**src/hw/rtl/lud_pkg.sv**
```systemverilog
// lud_pkg: shared constants and control types of the lu factorization block
// no dependencies
`default_nettype none

package lud_pkg;

  // fixed widths of the request and result fields, default and reset order, q16.16 one
  localparam int unsigned ORDER_W         = 4;
  localparam int unsigned POS_W           = 3;
  localparam int unsigned DATA_W          = 32;
  localparam int unsigned DEF_MAX_ORDER   = 8;
  localparam logic [ORDER_W-1:0] ORDER_RESET = 4'd4;
  localparam logic signed [DATA_W-1:0] Q_ONE = 32'sh0001_0000;

  // commands from controller to datapath
  typedef struct packed {
    logic rd_en;
    logic use_k;
    logic acc_clr;
    logic mul_en;
    logic acc_en;
    logic diff_en;
    logic diag;
    logic u_wr;
    logic div_start;
    logic l_wr;
    logic err_clr;
    logic out_load;
    logic out_last;
  } lud_cmd_t;

  // status from datapath to controller
  typedef struct packed {
    logic div_done;
    logic piv_zero;
    logic out_free;
  } lud_stat_t;

endpackage

`default_nettype wire

```
**src/hw/rtl/lud_ctrl.sv**
```systemverilog
// lud_ctrl: sequencer for loading, factoring and streaming out results
// drives lud_datapath commands; uses lud_pkg
`default_nettype none

module lud_ctrl #(
  parameter int unsigned MAX_ORDER = lud_pkg::DEF_MAX_ORDER,
  parameter int unsigned IW        = $clog2(MAX_ORDER)
) (
  input  wire logic                        clk,
  input  wire logic                        rst_n,
  input  wire logic                        in_valid,
  input  wire logic                        in_final,
  output logic                             in_stall,
  input  wire logic                        cfg_wr_en,
  input  wire logic [lud_pkg::ORDER_W-1:0] cfg_wr_data,
  output lud_pkg::lud_cmd_t                cmd,
  output logic [IW-1:0]                    tr,
  output logic [IW-1:0]                    tc,
  output logic [IW-1:0]                    k,
  input  wire lud_pkg::lud_stat_t          stat
);
  import lud_pkg::*;

  localparam logic [3:0] S_IDLE = 4'd0;
  localparam logic [3:0] S_JOB  = 4'd1;
  localparam logic [3:0] S_RDK  = 4'd2;
  localparam logic [3:0] S_MUL  = 4'd3;
  localparam logic [3:0] S_ACC  = 4'd4;
  localparam logic [3:0] S_RDA  = 4'd5;
  localparam logic [3:0] S_DIFF = 4'd6;
  localparam logic [3:0] S_UWR  = 4'd7;
  localparam logic [3:0] S_LDIV = 4'd8;
  localparam logic [3:0] S_DIVW = 4'd9;
  localparam logic [3:0] S_ORD  = 4'd10;
  localparam logic [3:0] S_OLD  = 4'd11;

  logic [3:0]         st_r, st_nxt;
  logic [ORDER_W-1:0] order_r;
  logic [IW-1:0]      nm1_r, nm1_nxt;
  logic [IW-1:0]      i_r, i_nxt, j_r, j_nxt, k_r, k_nxt;
  logic               ph_r, ph_nxt;
  logic               adv;
  logic               last_pos;

  // matrix order register
  always_ff @(posedge clk) begin
    if (!rst_n)         order_r <= ORDER_RESET;
    else if (cfg_wr_en) order_r <= cfg_wr_data;
  end

  // lower phase works on (j, i), upper and output on (i, j)
  assign tr       = ph_r ? j_r : i_r;
  assign tc       = ph_r ? i_r : j_r;
  assign k        = k_r;
  assign in_stall = (st_r != S_IDLE);
  assign last_pos = (i_r == nm1_r) && (j_r == nm1_r);

  always_comb begin
    st_nxt  = st_r;
    i_nxt   = i_r;
    j_nxt   = j_r;
    k_nxt   = k_r;
    ph_nxt  = ph_r;
    nm1_nxt = nm1_r;
    adv     = 1'b0;
    cmd     = '0;

    unique case (st_r)
      S_IDLE: begin
        if (in_valid && in_final) begin
          if (order_r == '0)                  nm1_nxt = '0;
          else if (int'(order_r) > MAX_ORDER) nm1_nxt = IW'(MAX_ORDER - 1);
          else                                nm1_nxt = IW'(order_r - 1'b1);
          i_nxt       = '0;
          j_nxt       = '0;
          ph_nxt      = 1'b0;
          cmd.err_clr = 1'b1;
          st_nxt      = S_JOB;
        end
      end
      S_JOB: begin
        cmd.acc_clr = 1'b1;
        k_nxt       = '0;
        st_nxt      = (i_r == '0) ? S_RDA : S_RDK;
      end
      S_RDK: begin
        cmd.rd_en = 1'b1;
        cmd.use_k = 1'b1;
        st_nxt    = S_MUL;
      end
      S_MUL: begin
        cmd.mul_en = 1'b1;
        st_nxt     = S_ACC;
      end
      S_ACC: begin
        cmd.acc_en = 1'b1;
        k_nxt      = IW'(k_r + 1'b1);
        st_nxt     = (IW'(k_r + 1'b1) == i_r) ? S_RDA : S_RDK;
      end
      S_RDA: begin
        cmd.rd_en = 1'b1;
        st_nxt    = S_DIFF;
      end
      S_DIFF: begin
        cmd.diff_en = 1'b1;
        cmd.diag    = !ph_r && (i_r == j_r);
        st_nxt      = ph_r ? S_LDIV : S_UWR;
      end
      S_UWR: begin
        cmd.u_wr = 1'b1;
        cmd.diag = (i_r == j_r);
        adv      = 1'b1;
      end
      S_LDIV: begin
        if (stat.piv_zero) begin
          cmd.l_wr = 1'b1;
          adv      = 1'b1;
        end else begin
          cmd.div_start = 1'b1;
          st_nxt        = S_DIVW;
        end
      end
      S_DIVW: begin
        if (stat.div_done) begin
          cmd.l_wr = 1'b1;
          adv      = 1'b1;
        end
      end
      S_ORD: begin
        cmd.rd_en = 1'b1;
        st_nxt    = S_OLD;
      end
      S_OLD: begin
        if (stat.out_free) begin
          cmd.out_load = 1'b1;
          cmd.out_last = last_pos;
          if (last_pos) begin
            st_nxt = S_IDLE;
          end else begin
            st_nxt = S_ORD;
            if (j_r == nm1_r) begin
              j_nxt = '0;
              i_nxt = IW'(i_r + 1'b1);
            end else begin
              j_nxt = IW'(j_r + 1'b1);
            end
          end
        end
      end
      default: st_nxt = S_IDLE;
    endcase

    // step to the next computed entry
    if (adv) begin
      st_nxt = S_JOB;
      if (!ph_r) begin
        if (j_r == nm1_r) begin
          if (i_r == nm1_r) begin
            i_nxt  = '0;
            j_nxt  = '0;
            st_nxt = S_ORD;
          end else begin
            ph_nxt = 1'b1;
            j_nxt  = IW'(i_r + 1'b1);
          end
        end else begin
          j_nxt = IW'(j_r + 1'b1);
        end
      end else begin
        if (j_r == nm1_r) begin
          ph_nxt = 1'b0;
          i_nxt  = IW'(i_r + 1'b1);
          j_nxt  = IW'(i_r + 1'b1);
        end else begin
          j_nxt = IW'(j_r + 1'b1);
        end
      end
    end
  end

  always_ff @(posedge clk) begin
    if (!rst_n) begin
      st_r  <= S_IDLE;
      ph_r  <= 1'b0;
      i_r   <= '0;
      j_r   <= '0;
      k_r   <= '0;
      nm1_r <= '0;
    end else begin
      st_r  <= st_nxt;
      ph_r  <= ph_nxt;
      i_r   <= i_nxt;
      j_r   <= j_nxt;
      k_r   <= k_nxt;
      nm1_r <= nm1_nxt;
    end
  end

endmodule

`default_nettype wire

```
**config.mk**
```make
export PLATFORM = sky130hd
export DESIGN_NAME = lud_ctrl
export DESIGN_NICKNAME = d
export VERILOG_FILES = /design/src/hw/rtl/lud_pkg.sv /design/src/hw/rtl/lud_ctrl.sv
export SDC_FILE = /design/constraint.sdc
export NUM_CORES = 1
export LEC_CHECK = 0
export ABC_AREA = 0
export BUFFER_PORTS_ARGS = -buffer_cell sky130_fd_sc_hd__buf_2
export CAP_MARGIN = 10
export CORE_ASPECT_RATIO = 1.5
export CORE_UTILIZATION = 40
export CTS_BUF_LIST = sky130_fd_sc_hd__clkbuf_16
export DETAILED_ROUTE_END_ITERATION = 8
export GPL_TIMING_DRIVEN = 0
export PLACE_DENSITY = 0.58
export SLEW_MARGIN = 10
export SYNTH_ARGS = -nofsm -noshare
export SYNTH_HDL_FRONTEND = slang
export SYNTH_SLANG_ARGS = --single-unit
```
**constraint.sdc**
```tcl
create_clock -name clk -period 4.61 [get_ports clk]
set_input_delay 0.461 -clock clk [delete_from_list [all_inputs] [get_ports clk]]
set_output_delay 0.461 -clock clk [all_outputs]
set_load 0.05 [all_outputs]
```
==> out/results.txt, run 1 <==
EDFF count, synth = 0
Area used by multi-input combinational logic = 0.001061 sq mm
Worst R2R End = j_r[2]
FILL cells = 401
Fin area = 0.001881 sq mm
DR pass1 iterations = 4
Skew-Pair Late Insertion Delay = 0.26 ns
Die Wd = 53.42 um
R2R depth = 7
Min Tclk post-route = 2.462 ns
TritonCTS buffer count = 3
FF/Latch Area = 420.4 sq um
Pwr dens = 337.9 mW/mm^2
GP Congestion = 0.8512
Leakage = 0.7908 nW
Post-synthesis average cell area = 7.893 sq um
Setup TNS Final = 0 ns
Initial Util = 0.4269
Library cells used by synthesis = 49
Layout area overhead = 18.53%
Sequential area share after synthesis = 0.2650
Hold worst-path end = order_r[2]
# diodes = 0
Vias per std cell = 5.682
Max Cap Viol = 0
Worst relative slew slack = 0.6899
Die Area = 0.004227 sq mm
H-tree level count = 1
Postcts setup bufs = 0
Worst path slowest cell = nor4_1
Tcrit/Tclk final = 0.5340
Hpwl dp = 3244 um
Final Max Slew Viols = 0
Initial antenna violation count = 0
Startpoint Class = flip-flop
Cell count after synthesis = 201
CP endpoint kind = output pin
DR DRC count = 0
Hold-fix buffer count after cts = 0
R2R setup slack = 2.71 ns
Post-CTS sizing = 0
Launching point of the worst reg2reg path = i_r[0]
Die Ht = 79.13 um
Hold depth = 3
Placeable core area = 0.003716 sq mm
I/O Buffers = 32
Status = finished clean
Clock sink total = 21
Share of flip-flops with an asynchronous set or reset = 0
IO Count = 35
Net Count, Synth = 218
Layout cells sized above 1 = 0.2405
WL/cell = 15.14 um
NumNets Final = 255
Clock Skew = 0.003466 ns
Fin cells = 280
Clk root buf = clkbuf_16
Unrepaired setup endpoints after global routing = false
Max incr delay on CP = 0.46 ns
Placed Cells = 276
Synth Register Bits = 21
Final core occ = 0.5061
Pin count of the biggest net entering global routing = 13
Maximum clock rate = 0.4062 GHz
Setup-failing EPs final = 0
Detailed router's first-iteration violation count = 45
All-Layer GR Usage = 0.2181
Setup CP Type = reg2out
Vias in the first global route = 1434
Worst-Margin Slew = 0.4609 ns
Commonest non-fill, non-tap cell in the layout = buf_2
Final wirelength = 4238 um
Ys flop type = dfxtp_1
Site Rows = 27
Critical Path AT = 2.00 ns
Synth warn = 0
WP buf/inv = 2
CP max FO = 8
Hold Crit Class = in2reg
CTS tree = done
Placement Cell Area = 0.001800 sq mm
Final ANT Viol Nets = 0
CP top delay family = simple AND/OR/NAND/NOR gates
Final Hold Viols = 0
Cells traversed along the worst timing path = nor4_1 > nand3_1 > clkinv_1 > buf_2
VDD IR-drop max = 0.0002018 V
Total grt overflow = 0
Routed vias = 1591
Total Power = 0.6355 mW
Clock Path Buffers = 2
Hold_sp = cfg_wr_data[2]
Most frequent cells in the layout = buf_2 (37), dfxtp_1 (21), nor2_1 (20), nand2_1 (14), o21ai_0 (14)
Worst Path Required = 4.15 ns
Netlist Area Pre-Place = 0.001587 sq mm
CTS clock-pin slew for the worst setup and hold paths = 0.06 ns
First-pass GRT wire length = 6775 um
[tightest hold or removal path, delay by kind of cell]
family	cells	cell delay (ns)
mux	1	0.06
buf+inv	1	0.08
simple gates	1	0.06
[kinds of logic after synthesis]
kind of cell	Yosys count	synth area share
buffers and inverters	25	0.06625
muxes	10	0.06546
xor gates and xnor gates	14	0.07729
DFF	21	0.2650
adders and majority gates	7	0.05205
and+or+nand+nor	75	0.2492
AOI/OAI and AO/OA	49	0.2248
[where the power goes]
part	leakage (nW)	switching (mW)	total [mW]	internal, mW
Clock	0.0409	0.0752	0.192	0.117
Combinational	0.579	0.158	0.229	0.0711
Sequential	0.171	0.0192	0.215	0.195
Total	0.791	0.252	0.635	0.383
[registers in the layout, indices dropped and copies added, names as in the netlist]
| name | count |
|---|---|
| order_r | 4 |
| st_r | 4 |
| i_r | 3 |
| j_r | 3 |
| k | 3 |
| nm1_r | 3 |
| ph_r | 1 |
[per-layer routing]
metal,part of all wire,global-route usage,wire (um)
met1,0.41,0.2433,1732
met2,0.50,0.3788,2125
met3,0.045,0.02490,189
met4,0.045,0.1263,191
met5,0,0,0
[synthesized netlist by cell type, types with 3 or more instances]
cell type | number | area (sq um)
nor4_1 | 3 | 18.77
o21a_1 | 4 | 30.03
nor2_1 | 20 | 75.07
o21ai_0 | 14 | 70.07
nand3_1 | 8 | 40.04
xnor2_1 | 13 | 113.9
a21oi_1 | 9 | 45.04
nand2b_1 | 5 | 31.28
buf_2 | 5 | 25.02
clkbuf_1 | 7 | 26.28
a32oi_1 | 3 | 26.28
inv_1 | 10 | 37.54
a31oi_1 | 3 | 18.77
nor2b_1 | 3 | 18.77
nor3_1 | 8 | 40.04
ha_1 | 5 | 62.56
dfxtp_1 | 21 | 420.4
nand2_1 | 14 | 52.55
mux2_2 | 3 | 33.78
mux2i_1 | 7 | 70.07
[metrics by stage]
| step | hold slack, ns | worst slack [ns] |
|---|---|---|
| after floorplan | 0.4604 | 2.013 |
| after global placement | 0.4768 | 2.419 |
| after detailed placement | 0.4859 | 2.457 |
| after CTS | 0.4217 | 2.145 |
| after global routing | 0.4256 | 2.074 |
| final | 0.4208 | 2.148 |
[worst max-delay path by stage]
stage / slack (ns) / depth (start not counted) / start / to
floorplan: 2.01 / 3 / st_r[1] / cmd[4]
global placement: 2.42 / 4 / st_r[2] / cmd[2]
detailed placement: 2.46 / 4 / st_r[2] / cmd[2]
CTS: 2.14 / 4 / st_r[2] / cmd[2]
global route: 2.07 / 4 / st_r[2] / cmd[2]
finish: 2.15 / 4 / st_r[2] / cmd[2]
[area by class of cell]
cell class | count | area share
Buffer | 14 | 0.03393
Tap cell | 43 | 0.02861
Multi-Input combinational cell | 155 | 0.5642
Clock buffer | 3 | 0.03992
Inverter | 11 | 0.02196
Timing Repair Buffer | 32 | 0.08516
Clock inverter | 1 | 0.002661
Sequential cell | 21 | 0.2236
(Power assumes the default switching activity.)
==> inputs of run 2 (changes only) <==
ABC_AREA = 1   (was 0)
PLACE_DENSITY = 0.6   (was 0.58)
clock period = 2 ns   (was 4.61 ns; I/O delays follow)
==> run 2 against run 1 <==
Compared with the run above:
- critical endpoint is now cmd[6]
- first-iteration DRC count shrank 16%
- clock skew grew 0.0032 ns
- power grew 140%
- sequential power grew 130%
- wire length grew 7.6%
==> out/results.txt, run 2 <==
Unrepaired setup endpoints after global routing = false
H-tree level count = 1 (unchanged)
Placeable core area = 0.003959 sq mm (+6.5%)
Die Area = 0.004447 sq mm (+5.2%)
Worst relative slew slack = 0.5639 (-0.1260)
Critical Path AT = 1.70 ns (-0.30 ns)
Sw Ratio = 0.4175 (+0.02086)
Placement Cell Area = 0.001926 sq mm (+6.9%)
Setup-failing EPs final = 0 (unchanged)
Fin worst setup slack = 0.09945 ns (-2.049 ns)
Switching power = 0.6287 mW (+150%)
Worst path slowest cell = dfxtp_1
WP buf/inv = 3 (+1)
FILL cells = 432 (+7.7%)
Final Hold Viols = 0 (unchanged)
Final Max Slew Viols = 0 (unchanged)
I/O Buffers = 34 (+6.3%)
Worst-Margin Slew = 0.6542 ns (+0.1933 ns)
Library cells used by synthesis = 27 (-45%)
CP max FO = 3 (-5)
Clock Path Buffers = 2 (unchanged)
Net Count, Synth = 285 (+31%)
NumNets Final = 324 (+27%)
Vias per std cell = 4.972 (-13%)
Internal = 0.8771 mW (+130%)
GP Congestion = 0.7997 (-6.1%)
Leakage = 1.048 nW (+32%)
Layout area overhead = 21.41%
Cell count after synthesis = 268 (+33%)
Reg power frac = 0.329 (-0.009)
Hold Crit Class = in2reg
Cells traversed along the worst timing path = inv_1 > nor2_4 > inv_1 > nor2_4 > nand2_1 > a2111oi_4 > buf_6
Clock sink total = 21 (unchanged)
Max incr delay on CP = 0.38 ns (-0.08 ns)
Sequential area share after synthesis = 0.2515 (-0.01349)
CTS clock-pin slew for the worst setup and hold paths = 0.06 ns (about the same)
Most frequent cells after synthesis = nand2_1 (64), inv_1 (34), nand3_1 (28), nor2_1 (24), dfxtp_1 (21)
Clock Skew = 0.006667 ns (+0.003201 ns)
IO Count = 35 (unchanged)
Die Wd = 54.78 um (+2.5%)
Netlist Area Pre-Place = 0.001672 sq mm (+5.4%)
Detailed router's first-iteration violation count = 38 (-16%)
Worst Path Required = 1.80 ns (-2.35 ns)
Min Tclk post-route = 1.901 ns
Initial Util = 0.4223 (-0.004686)
Clock power frac = 0.286 (-0.016)
Site Rows = 28 (+3.7%)
# diodes = 0 (unchanged)
Max Cap Viol = 0 (unchanged)
Count leader, synth = nand2_1
CTS tree = done
Setup CP Type = reg2out
Post-synthesis average cell area = 6.237 sq um (-21%)
Layout cells sized above 1 = 0.2386 (-0.001944)
Synth warn = 0 (unchanged)
Largest cells by area after synthesis = dfxtp_1 (25%), nand2_1 (14%), nand3_1 (8.4%), inv_1 (7.6%), a21oi_1 (5.7%)
Setup WS pre-CTS = 0.1824 ns (-2.274 ns)
Most frequent cells in the layout = nand2_1 (64), buf_2 (36), inv_1 (35), nand3_1 (28), nor2_1 (22)
VDD IR-drop max = 0.0005235 V (+160%)
Combinational Power Share = 0.385 (+0.025)
Fin area = 0.002029 sq mm (+7.9%)
Final ANT Viol Nets = 0 (unchanged)
DR pass1 iterations = 4 (unchanged)
TritonCTS buffer count = 3 (unchanged)
Hpwl dp = 3612 um (+11%)
Startpoint Class = flip-flop
First-pass GRT wire length = 6934 um (+2.3%)
Final wirelength = 4559 um (+7.6%)
Pwr dens = 741.9 mW/mm^2 (+120%)
Commonest non-fill, non-tap cell in the layout = nand2_1
Skew-Pair Late Insertion Delay = 0.26 ns (about the same)
Die Ht = 81.18 um (+2.6%)
Routed vias = 1745 (+9.7%)
Final core occ = 0.5126 (+0.006581)
EDFF count, synth = 0 (unchanged)
Maximum clock rate = 0.5262 GHz
Pin count of the biggest net entering global routing = 12 (-1)
Initial antenna violation count = 0 (unchanged)
Total grt overflow = 0 (unchanged)
WL/cell = 12.99 um (-14%)
Synth Register Bits = 21 (unchanged)
Registers with the most flip-flops = order_r x4, st_r x4
All-Layer GR Usage = 0.2228 (+0.004717)
DR DRC count = 0 (unchanged)
Status = finished clean
Synth top area share = 0.2515 (-0.01349)
Vias in the first global route = 1586 (+11%)
CP endpoint kind = output pin
Share of flip-flops with an asynchronous set or reset = 0 (unchanged)
Ys flop type = dfxtp_1
Clk root buf = clkbuf_16
CP top delay family = buffers and inverters
Total Power = 1.506 mW (+140%)
Tcrit/Tclk final = 0.9503
Area leader, netlist = dfxtp_1
## run 2: cell count changes after synthesis, moves of 5 or more
cell / delta
a21oi_1: +10
inv_1: +24
mux2i_1: -7
nand2_1: +50
nand2b_1: -5
nand3_1: +20
nor3_1: -5
o21ai_0: +5
xnor2_1: -6
## run 2: routing by layer
metal / share of wire / vias to the layer above / global-route usage
met5: 0 / - / 0
met4: 0.012 / 0 / 0.07692
met3: 0.034 / 5 / 0.03184
met2: 0.54 / 42 / 0.4361
met1: 0.41 / 769 / 0.2205
li1: - / 929 / -
## run 2: cell type report
class                   instances  area, sq um  share of cell area
plain buffers                   9        50.05             0.02466
repair buffers                 34        178.9             0.08816
flip-flops and latches         21        424.2              0.2090
inverters                      38        142.6             0.07028
clock buffers                   3        75.07             0.03699
multi-input cells             200         1099              0.5413
well taps                      45        56.30             0.02774
clock inverters                 1        3.754            0.001850
## run 2: logic make-up after synthesis
group / synth area share
AOI/OAI and AO/OA: 0.1287
xor gates and xnor gates: 0.07261
adders and majority gates: 0.03743
buffers and inverters: 0.1138
DFF: 0.2515
and+or+nand+nor: 0.3960
## run 2: power groups by stage
stage	Sequential, mW	Clock, mW	Combinational [mW]
floorplan	0.503	0	0.440
global placement	0.498	0	0.575
detailed placement	0.498	0	0.575
CTS	0.491	0.435	0.579
global route	0.499	0.459	0.643
finish	0.496	0.430	0.580
## run 2: timing repair
item                                    CTS  global route
hold buffers                              0             0
pin swaps                                 0             1
buffers inserted                          0             0
gates resized for setup                   4             7
endpoints found under the setup margin    1             2
## run 2: path summary, 6_finish.rpt
path	startpoint	endpoint	slack (ns)	cells past startpoint
setup / recovery	st_r[1]	cmd[6]	0.1	7
hold / removal	cfg_wr_data[2]	order_r[2]	0.16	3
hold reg to reg	order_r[1]	order_r[1]	0.47	2
setup reg to reg	j_r[2]	st_r[0]	0.32	9
## run 2: through the flow
stage	hold slack, ns	std cells	setup TNS, ns
after global routing	0.1861	351	0
after global placement	0.4114	347	0
after CTS	0.1559	351	0
after detailed placement	0.4177	347	0
after floorplan	0.3122	268	-0.1104
final	0.1571	351	0
## run 2: worst register-to-register path: stages (launching register included)
cell and delay (ns):
dfxtp_1 0.30, buf_2 0.21, xnor2_2 0.15, nand3_2 0.22, nor2_2 0.28, nand2_1 0.11, nand2_1 0.07, nand2_1 0.05
nor2_1 0.11, nor2_1 0.05
==> inputs of run 3 (changes only) <==
MAX_ROUTING_LAYER = met4   (was not set)
clock period = 1.7 ns   (was 2 ns; I/O delays follow)
==> run 3 against run 2 <==
Compared with the run above:
- the flow now finishes with violations (negative setup slack)
- final cell count is 2.3% higher
- via count is 5.3% higher
- clock-buffer cell count stayed put
- hold slack worse by 0.036 ns
- non-clock buffer count is 8 higher
- power is 29% higher
- sequential power is 20% higher
- critical path depth stayed put
- wire length is 4.0% higher
- combinational power is 41% higher
- global-route usage is 1.3 points higher
==> out/results.txt, run 3 (synthesis gave the netlist of run 2 again) <==
WL/cell = 13.21 um (+1.7%)
Vias per std cell = 5.117 (+2.9%)
Final Max Slew Viols = 0 (unchanged)
Setup CP Type = reg2out
CTS clock-pin slew for the worst setup and hold paths = 0.06 ns (about the same)
Skew-Pair Late Insertion Delay = 0.26 ns (about the same)
Placed Cells = 347 (unchanged)
Switching power = 0.8200 mW (+30%)
Layout cells sized above 1 = 0.3471 (+0.1086)
Combinational Power Share = 0.424 (+0.039)
Final ANT Viol Nets = 0 (unchanged)
R2R setup slack = 0.11 ns (-0.21 ns)
GP Congestion = 0.8108 (+1.4%)
Pin count of the biggest net entering global routing = 13 (+1)
R2R depth = 10 (+1)
FILL cells = 406 (-6.0%)
Cells traversed along the worst timing path = inv_4 > nor2_4 > inv_2 > nor2_4 > nand2_2 > a2111oi_4 > buf_6
Failing checks = negative setup slack
NumNets Final = 332 (+2.5%)
Max Cap Viol = 0 (unchanged)
Initial Util = 0.4223 (unchanged)
Commonest non-fill, non-tap cell in the layout = nand2_1
Worst R2R End = i_r[2]
WHS = 0.1215 ns (-0.03569 ns)
Initial antenna violation count = 0 (unchanged)
Critical Path AT = 1.60 ns (-0.10 ns)
Clock Path Buffers = 2 (unchanged)
Most frequent cells in the layout = nand2_1 (58), buf_2 (30), inv_1 (28), nand3_1 (26), nor2_1 (20)
Registers with the most flip-flops = order_r x4, st_r x4
# diodes = 0 (unchanged)
Worst setup path startpoint = st_r[2]
VDD IR-drop max = 0.0006127 V (+17%)
Final wirelength = 4742 um (+4.0%)
Most common cell on crit path = nor2_4
Vias in the first global route = 1696 (+6.9%)
Launching point of the worst reg2reg path = st_r[3]
Hold_sp = cfg_wr_data[2]
Clock sink total = 21 (unchanged)
Layout area overhead = 36.00%
Worst relative slew slack = 0.5749 (+0.01105)
Setup-failing EPs final = 2 (+2)
Worst path slowest cell = dfxtp_4
Status = finished with violations
Fin area = 0.002273 sq mm (+12%)
I/O Buffers = 34 (unchanged)
DR DRC count = 0 (unchanged)
Clock power frac = 0.269 (-0.017)
Maximum clock rate = 0.5642 GHz
Final Hold Viols = 0 (unchanged)
Hold Crit Class = in2reg
Detailed router's first-iteration violation count = 25 (-34%)
H-tree level count = 1 (unchanged)
Internal = 1.115 mW (+27%)
Unrepaired setup endpoints after global routing = true
Reg power frac = 0.307 (-0.022)
Area used by multi-input combinational logic = 0.001231 sq mm (+12%)
All-Layer GR Usage = 0.2360 (+0.01313)
Worst-Margin Slew = 0.6377 ns (-0.01657 ns)
Clk root buf = clkbuf_16
Pwr dens = 851.2 mW/mm^2 (+15%)
Die Wd = 54.78 um (unchanged)
Hpwl dp = 3698 um (+2.4%)
Tcrit/Tclk final = 1.043
Leakage = 1.127 nW (+7.6%)
CTS tree = done
Startpoint Class = flip-flop
TritonCTS buffer count = 3 (unchanged)
DR pass1 iterations = 4 (unchanged)
Placeable core area = 0.003959 sq mm (unchanged)
Fin cells = 359 (+2.3%)
Routed vias = 1837 (+5.3%)
Sw Ratio = 0.4237 (+0.006202)
CP max FO = 4 (+1)
Die Ht = 81.18 um (unchanged)
IO Count = 35 (unchanged)
Site Rows = 28 (unchanged)
FF/Latch Area = 437.9 sq um (+3.2%)
Die Area = 0.004447 sq mm (unchanged)
Fin worst setup slack = -0.07239 ns (-0.1718 ns)
First-pass GRT wire length = 7286 um (+5.1%)
CP endpoint kind = output pin
Min Tclk post-route = 1.772 ns
Total grt overflow = 0 (unchanged)
CP endpoint = cmd[6]
Clock Skew = 0.004734 ns (-0.001933 ns)
Placement Cell Area = 0.001976 sq mm (+2.6%)
Max incr delay on CP = 0.38 ns (about the same)
Worst Path Required = 1.53 ns (-0.27 ns)
[run 3: what timing repair did]
| item | 4_1_cts | 5_1_grt |
|---|---|---|
| gates resized for setup | 23 | 25 |
| pin swaps | 4 | 0 |
| gates cloned | 0 | 0 |
| setup buffers | 6 | 2 |
| hold buffers | 0 | 0 |
| endpoints found under the setup margin | 10 | 16 |
| hold endpoints to repair | 0 | 0 |
[run 3: power by group through the flow]
stage	Clock [mW]	Combinational, mW	Sequential (mW)
4_1_cts	0.526	0.761	0.588
5_1_grt	0.540	0.893	0.599
6_report	0.521	0.820	0.593
2_1_floorplan	0	0.547	0.601
3_5_place_dp	0	0.711	0.594
3_3_place_gp	0	0.703	0.592
[run 3: how the worst min path moves through the flow]
| stage | to | depth (start not counted) | slack [ns] |
|---|---|---|---|
| 2_1_floorplan | order_r[2] | 1 | 0.28 |
| 3_3_place_gp | order_r[2] | 3 | 0.38 |
| 3_5_place_dp | order_r[2] | 3 | 0.39 |
| 4_1_cts | order_r[2] | 3 | 0.13 |
| 5_1_grt | order_r[2] | 3 | 0.16 |
| 6_report | order_r[2] | 3 | 0.12 |
[run 3: layout make-up]
cell class,count,area share
clock buffers,3,0.03302
inverters,38,0.06384
plain buffers,9,0.02862
repair buffers,42,0.1134
flip-flops and latches,21,0.1926
multi-input cells,200,0.5416
well taps,45,0.02477
clock inverters,1,0.002201
[run 3: worst max-delay path: cells and delay by family (launching register included)]
family	cells	cell delay [ns]
buffers and inverters	3	0.33
and+or+nand+nor	3	0.32
AOI/OAI and AO/OA	1	0.33
DFF	1	0.38
[run 3: through the flow]
step,power (mW),utilization,setup slack (ns),setup TNS (ns)
final,1.935,0.5743,-0.07239,-0.07329
after global routing,2.031,0.5743,-0.1179,-0.2214
after CTS,1.875,0.5465,-0.06161,-0.09560
after detailed placement,1.305,0.4991,-0.02820,-0.02820
after global placement,1.296,0.4991,-0.009896,-0.01293
after floorplan,1.148,-,-0.2403,-0.2482
[run 3: routing by layer]
metal / global-route usage / vias up / routed length, um
li1: - / 958 / -
met1: 0.2290 / 834 / 1851
met2: 0.4578 / 37 / 2704
met3: 0.02622 / 8 / 128
met4: 0.06667 / 0 / 58
met5: - / - / 0
